$ cat src/sv/clamp_point_to_circle_assert.svh
// assertion macros for the clamp point to circle block
`ifndef CLAMP_POINT_TO_CIRCLE_ASSERT_SVH
`define CLAMP_POINT_TO_CIRCLE_ASSERT_SVH

// condition holds at every clock edge out of reset
`define CPC_ASSERT(lbl, cond) \
  lbl: assert property (@(posedge clk_i) disable iff (!rst_ni) (cond)) \
    else $error("cpc assertion failed");

// antecedent implies consequent a fixed number of cycles later
`define CPC_ASSERT_DELAY(lbl, ante, n, cons) \
  lbl: assert property (@(posedge clk_i) disable iff (!rst_ni) (ante) |-> ##n (cons)) \
    else $error("cpc latency assertion failed");

// consequent implies antecedent held a fixed number of cycles earlier
`define CPC_ASSERT_PAST(lbl, cons, n, ante) \
  lbl: assert property (@(posedge clk_i) disable iff (!rst_ni) (cons) |-> $past((ante), n)) \
    else $error("cpc origin assertion failed");

`endif

$ cat src/sv/cpc_pkg.sv
`timescale 1ns / 1ps

package cpc_pkg;

  // field widths
  localparam int COORD_BITS  = 16;
  localparam int RADIUS_BITS = 13;
  localparam int CENTER_BITS = 14;

  // difference and magnitude widths
  localparam int DIFF_W = ((COORD_BITS > CENTER_BITS + 1) ? COORD_BITS : CENTER_BITS + 1) + 1;
  localparam int MAG_W  = DIFF_W;
  localparam int SQ_W   = 2 * MAG_W;
  localparam int DIST_W = SQ_W + 1;
  localparam int LIM2_W = 2 * RADIUS_BITS;
  localparam int ML_W   = MAG_W + RADIUS_BITS;
  localparam int HALF_W = (ML_W + 1) / 2;
  localparam int HI_W   = ML_W - HALF_W;
  localparam int RHS_W  = 2 * ML_W;
  localparam int P_W    = DIST_W + 2 * RADIUS_BITS;
  localparam int Q_W    = DIST_W + RADIUS_BITS;

  // start accept edge to result accept edge, in cycles
  localparam int LATENCY = RADIUS_BITS + 5;

  // queue between front and back
  localparam int QUEUE_DEPTH = 2;
  localparam int QPTR_W      = $clog2(QUEUE_DEPTH);
  localparam int QCNT_W      = $clog2(QUEUE_DEPTH + 1);

  // configuration register indexes
  localparam int CFG_IDX_W = 1;
  typedef enum logic [CFG_IDX_W-1:0] {
    CFG_OUTER = 1'b0,
    CFG_INNER = 1'b1
  } cfg_reg_e;

  // classified item handed from front to back
  typedef struct packed {
    logic signed [COORD_BITS-1:0] px;
    logic signed [COORD_BITS-1:0] py;
    logic [CENTER_BITS-1:0]       cx;
    logic [CENTER_BITS-1:0]       cy;
    logic                         neg_x;
    logic                         neg_y;
    logic [MAG_W-1:0]             ax;
    logic [MAG_W-1:0]             ay;
  } item_t;

  // queue status toward the front
  typedef struct packed {
    logic full;
    logic empty;
  } queue_stat_t;

endpackage

$ cat src/sv/cpc_front.sv
`timescale 1ns / 1ps

module cpc_front import cpc_pkg::*; (
  input  logic                         start,
  input  queue_stat_t                  qstat_i,
  input  logic signed [COORD_BITS-1:0] point_x_i,
  input  logic signed [COORD_BITS-1:0] point_y_i,
  input  logic [CENTER_BITS-1:0]       center_x_i,
  input  logic [CENTER_BITS-1:0]       center_y_i,
  output logic                         busy,
  output logic                         push_o,
  output item_t                        item_o
);

  logic signed [DIFF_W-1:0] dx, dy;

  // accept when the queue has room
  assign busy   = qstat_i.full;
  assign push_o = start & ~qstat_i.full;

  // offsets from the center
  assign dx = DIFF_W'(point_x_i) - $signed({{(DIFF_W-CENTER_BITS){1'b0}}, center_x_i});
  assign dy = DIFF_W'(point_y_i) - $signed({{(DIFF_W-CENTER_BITS){1'b0}}, center_y_i});

  // sign and magnitude
  always_comb begin
    item_o.px    = point_x_i;
    item_o.py    = point_y_i;
    item_o.cx    = center_x_i;
    item_o.cy    = center_y_i;
    item_o.neg_x = dx[DIFF_W-1];
    item_o.neg_y = dy[DIFF_W-1];
    item_o.ax    = dx[DIFF_W-1] ? MAG_W'(-dx) : MAG_W'(dx);
    item_o.ay    = dy[DIFF_W-1] ? MAG_W'(-dy) : MAG_W'(dy);
  end

endmodule

$ cat config.mk
export PLATFORM = sky130hd
export DESIGN_NAME = cpc_front
export DESIGN_NICKNAME = d
export VERILOG_FILES = /design/src/sv/clamp_point_to_circle_assert.svh /design/src/sv/cpc_pkg.sv /design/src/sv/cpc_front.sv
export SDC_FILE = /design/constraint.sdc
export NUM_CORES = 1
export LEC_CHECK = 0
export ABC_AREA = 0
export BUFFER_PORTS_ARGS = -buffer_cell sky130_fd_sc_hd__buf_2
export CORE_AREA = 2 2 84 86
export DETAILED_ROUTE_END_ITERATION = 6
export DIE_AREA = 0 0 86 88
export GPL_TIMING_DRIVEN = 0
export PLACE_DENSITY = 0.75
export RECOVER_POWER = 100
export SLEW_MARGIN = 0
export SYNTH_ARGS = -nofsm -noshare
export SYNTH_HDL_FRONTEND = slang
export SYNTH_SLANG_ARGS = --single-unit
export TNS_END_PERCENT = 10
$ cat constraint.sdc
create_clock -name vclk -period 3.9
set_input_delay 0.39 -clock vclk [all_inputs]
set_output_delay 0.39 -clock vclk [all_outputs]
set_load 0.02 [all_outputs]
==> out/results.tsv <==
stage	metric	value	unit
outcome	outcome	finished, final reports clean	
drt	dr_wl_met3	363	um
placement	routabilityCongestion	0.808	
drt	post_drt_wl_per_cell	10.9	um
sta	finalSetupViolCount	0	
grt	antenna_found_initial	0	
drt	drc_errors	0	
die	fp.dieH	88	um
sta	final.setup.tns	0	ps
finish	clockBufferCount	0	
grt	grt_overflow	0	
grt	gr-usage-all-layers	16.2	%
finish	fillCellCount	718	
power_and_ir_drop	power	0.000819	W
clock_tree	postCtsHoldBufs	0	
die	start_util	40.3	%
finish	multi_input_area	2090	sq um
setup_path	worst_setup_path_start_kind	primary input	
synth	synth_area	2680	sq um
placement	pre_cts_ws	-13.1	ps
sta	drv_slew	0	
die	die_w	86	um
sta	hold_viol	0	
setup_path	end_kind	output port	
sta	period_minus_slack	3760	ps
setup_path	path_delay_family	simple AND/OR/NAND/NOR gates	
synth	synth_mux_area_share	0.748	%
setup_path	worst-endpoint-arrival	3370	ps
synth	synth.top_cell.area_share	17.7	%
setup_path	cp_slowest_stage_delay	500	ps
drt	met1_length	2.99	mm
finish	nNetsFinal	652	
synth	synthXorXnorAreaFrac	14.7	%
sta	tightest_slew	526	ps
finish	regArea	0	sq um
finish	drive_above_1_share	27.7	%
synth	synth-compound-area-share	22.6	%
synth	postSynthAreaPerCell	6.74	sq um
min_path	min_path_type	in -> out	
placement	post-dp-hpwl	6.00	mm
grt	grt_pass1_vias	2660	
synth	syn_inst	397	
synth	netlist_top_cells_count	buf_4 (63), inv_1 (38), nor2_1 (36), xnor2_1 (32), ha_1 (30)	
setup_path	cp_num_buf_inv	3	
grt	grt_max_degree	11	
power_and_ir_drop	p_leak	1.74	nW
drt	dr_wl_met2	3.57	mm
synth	yosys.area_share.simple	22.5	%
drt	dr.pass1.iters	4	
drt	dr_total_vias	3077	
drt	drt_iter0_drc	104	
sta	layout_setup_ws	143	ps
setup_path	critPathSlowestCell	or4_4	
finish	seq_cell_count	0	
grt	grt_pass1_wl	10.8	mm
finish	syn_to_final_growth	31.1	%
synth	yosysUniqueCellTypes	50	
sta	slew_headroom	64.6	%
die	rows	30	
sta	finalCritPeriodShare	96.3	%
drt	ant_nets	0	
power_and_ir_drop	powerDensity	233	nW/um^2
finish	final_util	52.8	%
placement	portBuffers	158	
drt	top_layer	met3	
synth	synth_top_family_by_area	buffers and inverters	
synth	synthTopCellsByArea	buf_4 (18%), ha_1 (14%), xnor2_1 (10%), inv_1 (5.3%), nor2_1 (5.1%)	
die	dieArea	7570	sq um
synth	yosys_warnings	0	
setup_path	cp_max_fo	4	
sta	max_freq	0.266	GHz
setup_path	crit_chain	buf_2 > inv_1 > ha_1 > fa_1 > nand2b_4 > a21oi_4 > o22ai_1 > xnor2_1 > or2_4 > or4_4 > nor4b_4 > a41oi_1 > xnor2_1 > buf_4	
finish	num_antenna_cells	0	
setup_path	path_class	in -> out	
setup_path	crit_path_frequent_cell	xnor2_1	
setup_path	cp.required	3510	ps
die	fp.coreArea	6640	sq um
run	max-cap-violations	0	
synth	synth-adder-area-share	15.5	%
die	io_pins	161	
synth	synth_top_area_cell	buf_4	
synth	yosysMostFrequentCell	buf_4	
power_and_ir_drop	ir_worst_vdd	0.000134	V
drt	wirelength	6.92	mm
drt	viasPerCell	4.85	
synth	yosysSeqAreaShare	0	%
==> final timing paths <==
check | from | to | slack (ps) | cells after the start
worst max-delay path | point_y_i[0] | item_o[15] | 140 | 14
worst min-delay path | qstat_i[1] | push_o | 1060 | 3
==> report_power, final <==
group | leakage, nW | total, W | internal [W] | switching, W
clock | 0 | 0 | 0 | 0
sequential | 0 | 0 | 0 | 0
combinational | 1.74 | 0.000819 | 0.000314 | 0.000505
==> layout by cell type (no fill, tap or decap), types with 13 or more instances in the layout <==
cell | netlist | layout
nor3_1 | 15 | 14
inv_1 | 38 | 39
xnor2_1 | 32 | 31
ha_1 | 30 | 30
clkbuf_1 | 3 | 85
buf_2 | 0 | 66
nand2_1 | 28 | 28
nor2_1 | 36 | 36
o21ai_0 | 24 | 23
xor2_1 | 13 | 13
buf_4 | 63 | 64
a21oi_1 | 21 | 20
==> metal layers <==
metal | vias to the layer above | global-route usage, %
met4 | 0 | 0.433
li1 | 1624 | -
met5 | - | 0
met3 | 0 | 0.660
met2 | 95 | 32.3
met1 | 1358 | 20.1
==> cell type report <==
type,instances,share of cell area (%)
multi-input cells,292,59.5
inverters,40,4.28
repair buffers,158,19.7
plain buffers,65,13.7
well taps,80,2.85
==> metrics by stage <==
stage	hold slack (ps)	area (sq um)	cells
after floorplan	858	2680	398
after detailed placement	1040	3570	636
after global routing	1070	3510	635
after CTS	1040	3570	636
final	1060	3510	635
after global placement	1050	3570	636
==> cell families (layout without fill, tap and decap cells) <==
family | after synthesis | in the layout
XOR/XNOR | 45 | 45
AND/OR/NAND/NOR | 120 | 120
other | 1 | 2
buffers and inverters | 106 | 263
multiplexers | 2 | 2
AO/OA/AOI/OAI | 91 | 91
adder cells (fa/ha/maj) | 32 | 32
==> repair_timing <==
item / in CTS / in global routing
setup endpoints to repair: 1 / 12
pin swaps: 0 / 3
gates resized for setup: 1 / 9
buffers inserted: 0 / 0
Note: power is estimated with default switching activity, not from simulation.
