$ cat src/sv/clamp_point_to_circle_assert.svh
// assertion macros for the clamp point to circle block
`ifndef CLAMP_POINT_TO_CIRCLE_ASSERT_SVH
`define CLAMP_POINT_TO_CIRCLE_ASSERT_SVH

// condition holds at every clock edge out of reset
`define CPC_ASSERT(lbl, cond) \
  lbl: assert property (@(posedge clk_i) disable iff (!rst_ni) (cond)) \
    else $error("cpc assertion failed");

// antecedent implies consequent a fixed number of cycles later
`define CPC_ASSERT_DELAY(lbl, ante, n, cons) \
  lbl: assert property (@(posedge clk_i) disable iff (!rst_ni) (ante) |-> ##n (cons)) \
    else $error("cpc latency assertion failed");

// consequent implies antecedent held a fixed number of cycles earlier
`define CPC_ASSERT_PAST(lbl, cons, n, ante) \
  lbl: assert property (@(posedge clk_i) disable iff (!rst_ni) (cons) |-> $past((ante), n)) \
    else $error("cpc origin assertion failed");

`endif

$ cat src/sv/cpc_pkg.sv
`timescale 1ns / 1ps

package cpc_pkg;

  // field widths
  localparam int COORD_BITS  = 16;
  localparam int RADIUS_BITS = 13;
  localparam int CENTER_BITS = 14;

  // difference and magnitude widths
  localparam int DIFF_W = ((COORD_BITS > CENTER_BITS + 1) ? COORD_BITS : CENTER_BITS + 1) + 1;
  localparam int MAG_W  = DIFF_W;
  localparam int SQ_W   = 2 * MAG_W;
  localparam int DIST_W = SQ_W + 1;
  localparam int LIM2_W = 2 * RADIUS_BITS;
  localparam int ML_W   = MAG_W + RADIUS_BITS;
  localparam int HALF_W = (ML_W + 1) / 2;
  localparam int HI_W   = ML_W - HALF_W;
  localparam int RHS_W  = 2 * ML_W;
  localparam int P_W    = DIST_W + 2 * RADIUS_BITS;
  localparam int Q_W    = DIST_W + RADIUS_BITS;

  // start accept edge to result accept edge, in cycles
  localparam int LATENCY = RADIUS_BITS + 5;

  // queue between front and back
  localparam int QUEUE_DEPTH = 2;
  localparam int QPTR_W      = $clog2(QUEUE_DEPTH);
  localparam int QCNT_W      = $clog2(QUEUE_DEPTH + 1);

  // configuration register indexes
  localparam int CFG_IDX_W = 1;
  typedef enum logic [CFG_IDX_W-1:0] {
    CFG_OUTER = 1'b0,
    CFG_INNER = 1'b1
  } cfg_reg_e;

  // classified item handed from front to back
  typedef struct packed {
    logic signed [COORD_BITS-1:0] px;
    logic signed [COORD_BITS-1:0] py;
    logic [CENTER_BITS-1:0]       cx;
    logic [CENTER_BITS-1:0]       cy;
    logic                         neg_x;
    logic                         neg_y;
    logic [MAG_W-1:0]             ax;
    logic [MAG_W-1:0]             ay;
  } item_t;

  // queue status toward the front
  typedef struct packed {
    logic full;
    logic empty;
  } queue_stat_t;

endpackage

$ cat src/sv/cpc_queue.sv
`timescale 1ns / 1ps

module cpc_queue import cpc_pkg::*; (
  input  logic        clk_i,
  input  logic        rst_ni,
  input  logic        push_i,
  input  item_t       item_i,
  input  logic        pop_i,
  output queue_stat_t stat_o,
  output item_t       head_o
);

  item_t             mem_q [QUEUE_DEPTH];
  logic [QPTR_W-1:0] wr_ptr_q, rd_ptr_q;
  logic [QCNT_W-1:0] cnt_q;
  logic              do_pop;

  assign do_pop       = pop_i & (cnt_q != '0);
  assign stat_o.full  = (cnt_q == QCNT_W'(QUEUE_DEPTH));
  assign stat_o.empty = (cnt_q == '0);
  assign head_o       = mem_q[rd_ptr_q];

  // pointers and fill count
  always_ff @(posedge clk_i or negedge rst_ni) begin
    if (!rst_ni) begin
      wr_ptr_q <= '0;
      rd_ptr_q <= '0;
      cnt_q    <= '0;
    end else begin
      if (push_i) wr_ptr_q <= (wr_ptr_q == QPTR_W'(QUEUE_DEPTH - 1)) ? '0 : wr_ptr_q + 1'b1;
      if (do_pop) rd_ptr_q <= (rd_ptr_q == QPTR_W'(QUEUE_DEPTH - 1)) ? '0 : rd_ptr_q + 1'b1;
      if (push_i && !do_pop)      cnt_q <= cnt_q + 1'b1;
      else if (!push_i && do_pop) cnt_q <= cnt_q - 1'b1;
    end
  end

  // entry storage
  always_ff @(posedge clk_i) begin
    if (push_i) mem_q[wr_ptr_q] <= item_i;
  end

endmodule

$ cat config.mk
export PLATFORM = sky130hd
export DESIGN_NAME = cpc_queue
export DESIGN_NICKNAME = d
export VERILOG_FILES = /design/src/sv/clamp_point_to_circle_assert.svh /design/src/sv/cpc_pkg.sv /design/src/sv/cpc_queue.sv
export SDC_FILE = /design/constraint.sdc
export NUM_CORES = 1
export LEC_CHECK = 0
export BUFFER_PORTS_ARGS = -buffer_cell sky130_fd_sc_hd__buf_2
export CAP_MARGIN = 20
export CELL_PAD_IN_SITES_DETAIL_PLACEMENT = 1
export CELL_PAD_IN_SITES_GLOBAL_PLACEMENT = 1
export CORE_MARGIN = 1
export CORE_UTILIZATION = 41
export CTS_BUF_LIST = sky130_fd_sc_hd__clkbuf_2 sky130_fd_sc_hd__clkbuf_4 sky130_fd_sc_hd__clkbuf_8
export CTS_CLUSTER_DIAMETER = 80
export DETAILED_ROUTE_END_ITERATION = 16
export PLACE_DENSITY_LB_ADDON = 0.2
export SYNTH_ARGS = -nofsm -noshare
export SYNTH_HDL_FRONTEND = slang
export SYNTH_SLANG_ARGS = --single-unit
$ cat constraint.sdc
create_clock -name clk_i -period 5.3 [get_ports clk_i]
set_clock_uncertainty 0.05 [all_clocks]
set_input_delay 0.53 -clock clk_i [delete_from_list [all_inputs] [get_ports clk_i]]
set_output_delay 0.53 -clock clk_i [all_outputs]
set_load 0.005 [all_outputs]
==> flow_metrics.py, run 1 <==
metrics = {
    "floorplan": {
        "die-area_um2": 18200,
        "start_util_pct": 42.0,
        "ioPinCount": 198,
        "rows": 48,
        "die_y_um": 135,
        "die_x_um": 135,
        "core-area_um2": 17200,
    },
    "synth": {
        "syn_area_um2": 7230,
        "synth_flop_cell": "edfxtp_1",
        "synth_warnings": 0,
        "yosys-top-cells-count": "edfxtp_1 (192), mux2_2 (66), mux2_4 (30)",
        "ys_seq_area_share_pct": 81.1,
        "synth_edf_count": 192,
        "synth_top_area_share_pct": 79.7,
        "synthCells": 315,
        "yosysTopAreaCell": "edfxtp_1",
        "yosysUniqueCellTypes": 13,
        "syn_nets": 416,
        "synth_seq_cells": 196,
        "synthMostInstantiatedCell": "edfxtp_1",
        "synthArstFlopShare_pct": 2.04,
        "synth_area_leaders": "edfxtp_1 (80%), mux2_2 (10%), mux2_4 (6.2%), dfrtp_1 (1.4%), buf_6 (0.78%)",
        "syn_avg_cell_area_um2": 23.0,
    },
    "worst_setup_path": {
        "required_ns": 4.72,
        "rr_worst_depth": 2,
        "start_kind": "flip-flop",
        "critPathArrivalTime_ns": 2.16,
        "crit_path_end_kind": "output port",
        "critPathKind": "reg -> out",
        "cp_max_fo": 29,
    },
    "routing": {
        "via_per_inst": 4.72,
        "drc_errors": 0,
        "wl_mm": 13.7,
        "ant_nets": 0,
        "vias": 3612,
        "detail_route.wl_per_cell_um": 17.8,
        "drt-pass1-iter-count": 4,
        "drtIter0Drc": 125,
    },
    "placement": {
        "io_buffers": 197,
        "gp_congestion": 0.711,
        "placed_area_um2": 8460,
        "place_hpwl_mm": 9.10,
    },
    "finish": {
        "drive_gt1_share_pct": 61.4,
        "num-nets-final": 627,
        "syn_to_final_growth_pct": 23.4,
        "design_area_um2": 8930,
    },
    "clock_tree": {
        "post_cts.repair.setup_buffers": 0,
        "cts_root_buffer": "clkbuf_8",
        "cts_max_level": 4,
        "clk_pin_slew_ns": 0.10,
        "cts_num_sinks": 196,
        "ctsResizeCount": 0,
        "clk_path_buf_depth": 2,
        "numCtsBuffers": 17,
        "cts_tree": "built",
        "clkLatencyLatePin_ns": 0.44,
    },
    "timing": {
        "fmax_mhz": 365,
        "worst_slew_pin_slew_ns": 0.680,
        "maxSlewHeadroom_pct": 54.7,
        "finalSetupViolations": 0,
        "fin_crit_sh_pct": 51.7,
        "slew_viol_final": 0,
        "rsz0062_at_grt": "false",
        "fin_crit_ns": 2.74,
        "hold_violations": 0,
        "tns_ns": 0,
    },
    "global_routing": {
        "grt.total_usage_pct": 15.5,
        "grt_max_degree": 73,
        "grt_pass1_vias": 3832,
        "grt_antenna_before_repair": 1,
        "grt_remaining_overflow": 0,
        "grt_pass1_wl_mm": 20.6,
    },
    "run": {
        "maxCapViolCount": 0,
    },
    "min_path": {
        "holdPathStages": 1,
        "min_path_type": "in -> reg",
    },
    "pwr": {
        "p_leak_nw": 3.42,
        "irDropWorstVdd_mv": 0.245,
        "p_per_area_nw_per_um2": 498,
    },
    "outcome": {
        "status": "finished clean",
    },
}
[registers in the layout, indices dropped and copies added (netlist names)]
name and flops:
mem_q 192, cnt_q 2, rd_ptr_q 1, wr_ptr_q 1
[layout make-up]
| class | count | area (um2) |
|---|---|---|
| Antenna cell | 2 | 5.00 |
| Clock buffer | 18 | 241 |
| Clock inverter | 14 | 184 |
| Fill cell | 1627 | 8310 |
| Multi-Input combinational cell | 108 | 1290 |
| Sequential cell | 196 | 5870 |
| Tap cell | 225 | 282 |
| Timing Repair Buffer | 203 | 1050 |
[report_power, final]
part           total [mW]  leakage, nW  internal (mW)  switching, mW
combinational        1.25         1.36          0.670          0.577
clock                1.01        0.212          0.517          0.489
sequential           2.19         1.85           2.06          0.130
[critical path, cell delays in order (launching register included)]
cell and delay, ns:
dfrtp_4 0.73, buf_4 0.44, mux2_2 0.39, buf_2 0.13
[worst paths after layout]
kind	startpoint	to	slack [ns]
max reg2reg	wr_ptr_q	mem_q[1][74]	3.10
min	item_i[78]	mem_q[1][78]	0.21
min in group asynchronous	rst_ni	rd_ptr_q	0.41
max in group asynchronous	rst_ni	rd_ptr_q	4.65
min reg2reg	cnt_q[1]	cnt_q[1]	0.50
max	rd_ptr_q	head_o[12]	2.56
[metrics by stage]
step	total power, mW	hold slack (ns)	utilization [%]	cells	worst slack [ns]
final	4.44	0.212	51.8	766	2.56
after global routing	4.66	0.171	51.8	764	2.44
after CTS	4.50	0.169	51.6	763	1.94
after detailed placement	3.48	0.293	49.1	730	2.45
after global placement	3.45	0.292	49.1	730	2.50
after floorplan	3.00	0.184	-	315	1.78
[layout by cell type, fill, tap and decap left out, drive strengths merged]
cell         netlist  layout
and2               1       1
buf               11     202
bufinv             0       4
clkbuf             0      18
clkinv             0       6
clkinvlp           0       2
dfrtp              4       4
diode              0       2
dlygate4sd3        0       1
edfxtp           192     192
ha                 1       1
inv                0       2
mux2              96      96
nor2               2       2
nor2b              2       2
o21ai              1       1
xnor2              2       2
xor2               3       3
[logic make-up after synthesis]
logic type                 synth area share, %
muxes                                     16.5
and+or+nand+nor                          0.363
buffers and inverters                     1.19
DFF                                       81.1
AOI/OAI and AO/OA                       0.0691
adders and majority gates                0.173
xor gates and xnor gates                 0.606
[routing by layer]
metal	wire length, um	up-vias	track usage (%)
li1	-	1672	-
met1	5790	1784	19.3
met2	6600	143	25.0
met3	1090	13	5.52
met4	188	0	5.99
met5	0	-	0
[timing repair]
| item | 4_1_cts | 5_1_grt |
|---|---|---|
| setup endpoints to repair | 0 | 0 |
| hold endpoints to repair | 4 | 0 |
| hold buffers | 1 | 0 |
(Power assumes the default switching activity.)
==> run 2: changes to the inputs <==
- clock period: 5.3 -> 2.4 ns (I/O delays scaled with it)
==> run 2 against run 1 <==
First-iteration DRC count stayed put. Combinational power is 140% higher. Setup slack worse by 2.3 ns. Sequential share of layout area is 6.6 points lower. Critical path type unchanged. Critical endpoint is now head_o[91]. Highest routed layer unchanged.
==> flow_metrics.py, run 2 (synthesis results as in run 1) <==
metrics = {
    "routing": {
        "drt-pass1-iter-count": 4,
        "wl_mm": 15.1,
        "detail_route.wl_per_cell_um": 17.5,
        "drtIter0Drc": 125,
        "ant_nets": 0,
        "via_per_inst": 4.60,
        "drc_errors": 0,
        "vias": 3974,
    },
    "placement": {
        "place_hpwl_mm": 9.08,
        "gp_congestion": 0.716,
        "io_buffers": 197,
    },
    "global_routing": {
        "grt_antenna_before_repair": 0,
        "grt_pass1_vias": 4341,
        "grt_max_degree": 57,
        "grt.total_usage_pct": 17.2,
        "grt_pass1_wl_mm": 23.0,
        "grt_remaining_overflow": 0,
    },
    "clock_tree": {
        "cts_tree": "built",
        "clkLatencyLatePin_ns": 0.44,
        "cts_max_level": 4,
        "clk_pin_slew_ns": 0.09,
        "ctsResizeCount": 0,
        "cts_num_sinks": 196,
        "cts_root_buffer": "clkbuf_8",
        "clk_path_buf_depth": 2,
        "numCtsBuffers": 17,
    },
    "timing": {
        "fin_crit_sh_pct": 90.0,
        "rsz0062_at_grt": "false",
        "tns_ns": 0,
        "finalSetupViolations": 0,
        "fmax_mhz": 463,
        "worst_slew_pin_slew_ns": 0.564,
        "maxSlewHeadroom_pct": 62.4,
        "fin_crit_ns": 2.16,
        "hold_violations": 0,
        "slew_viol_final": 0,
    },
    "pwr": {
        "intPower_mw": 7.16,
        "power.switching_mw": 2.75,
        "p_leak_nw": 3.84,
        "power.total_mw": 9.91,
        "clkPwrFrac_pct": 20.8,
        "switching_share_pct": 27.8,
        "seqPwrFrac_pct": 48.3,
        "p_per_area_nw_per_um2": 998,
        "power_frac_comb_pct": 30.9,
        "irDropWorstVdd_mv": 0.617,
    },
    "finish": {
        "num-nets-final": 727,
        "drive_gt1_share_pct": 52.3,
        "antenna_cells": 0,
        "syn_to_final_growth_pct": 37.2,
        "largest_reg_flops": 192,
        "final_common_cell": "buf_2",
        "largestRegisters": "mem_q x192, cnt_q x2",
        "final_cell_mix": "buf_2 (197), edfxtp_1 (192), dlygate4sd3_1 (98)",
        "nFillCells": 1613,
        "largest-register": "mem_q",
    },
    "worst_setup_path": {
        "crit_path_top_delay_cell": "dfrtp_4",
        "slowest_delay_ns": 0.62,
        "cp_max_fo": 16,
        "critPathLaunch": "rd_ptr_q",
        "rrSetupSlack_ns": 0.84,
        "crit_chain": "buf_4 -> mux2_2 -> buf_2",
        "critPathKind": "reg -> out",
        "cp-endpoint": "head_o[91]",
        "start_kind": "flip-flop",
        "required_ns": 2.11,
        "crit_path_end_kind": "output port",
        "critPathArrivalTime_ns": 1.87,
        "timing.rr.end": "mem_q[0][53]",
        "path_depth": 3,
        "cpLargestDelayFamily": "flip-flops",
        "rr_worst_depth": 2,
        "rr_startpoint": "wr_ptr_q",
        "crit_buf_inv": 2,
    },
    "floorplan": {
        "die_y_um": 135,
        "ioPinCount": 198,
        "die-area_um2": 18200,
        "rows": 48,
        "start_util_pct": 42.0,
        "core-area_um2": 17200,
        "die_x_um": 135,
    },
    "min_path": {
        "min_path_type": "in -> async",
    },
    "run": {
        "maxCapViolCount": 0,
    },
    "outcome": {
        "status": "finished clean",
    },
}
## run 2: cell types whose count changed in the layout (fill, tap and decap cells not counted), sizes merged
cell	previous run	this run
buf	202	205
bufinv	4	2
clkbuf	18	19
clkinv	6	8
clkinvlp	2	1
diode	2	0
dlygate4sd3	1	98
## run 2: final cells by class
class	instances	area, um2	share of cell area (%)
clock buffer	19	249	2.51
clock inverter	13	134	1.35
multi-input combinational	108	1290	13.0
sequential	196	5870	59.2
tap	225	282	2.84
timing repair buffer	303	2100	21.1
## run 2: worst min path at each step
stage	startpoint	slack (ns)	end	cells after the start
finish	rst_ni	0.09	cnt_q[1]	2
global route	rst_ni	0.05	cnt_q[1]	2
CTS	rst_ni	0.05	cnt_q[0]	2
detailed placement	rst_ni	0.002	cnt_q[1]	1
global placement	rst_ni	-0.002	cnt_q[1]	1
floorplan	rst_ni	-0.11	cnt_q[0]	0
## run 2: through the flow
stage | setup WS, ns | hold WS (ns) | std cells | instance area (um2) | utilization, %
floorplan | 0.0785 | -0.106 | 315 | 7240 | -
CTS | 0.0327 | 0.0483 | 863 | 9910 | 57.5
finish | 0.240 | 0.0851 | 864 | 9920 | 57.6
detailed placement | 0.554 | 0.00187 | 733 | 8540 | 49.6
global route | 0.121 | 0.0538 | 864 | 9920 | 57.6
global placement | 0.579 | -0.00171 | 733 | 8540 | 49.6
## run 2: routing by layer
| layer | track usage (%) | share of wire (%) |
|---|---|---|
| met3 | 6.19 | 7.4 |
| met4 | 5.49 | 1.2 |
| met1 | 20.2 | 41 |
| met5 | 0 | 0 |
| met2 | 29.3 | 51 |
## run 2: repair_timing
action                                  CTS  global route
endpoints found under the setup margin    0            23
hold endpoints to repair                197             0
hold buffers                             98             0
buffers inserted                          0             1
## run 2: power by group through the flow
stage | sequential, mW | clock [mW] | combinational [mW]
2_1_floorplan | 4.75 | 0 | 1.84
3_3_place_gp | 4.87 | 0 | 2.84
3_5_place_dp | 4.91 | 0 | 2.88
4_1_cts | 4.83 | 2.13 | 3.02
5_1_grt | 4.85 | 2.25 | 3.32
6_report | 4.78 | 2.06 | 3.06
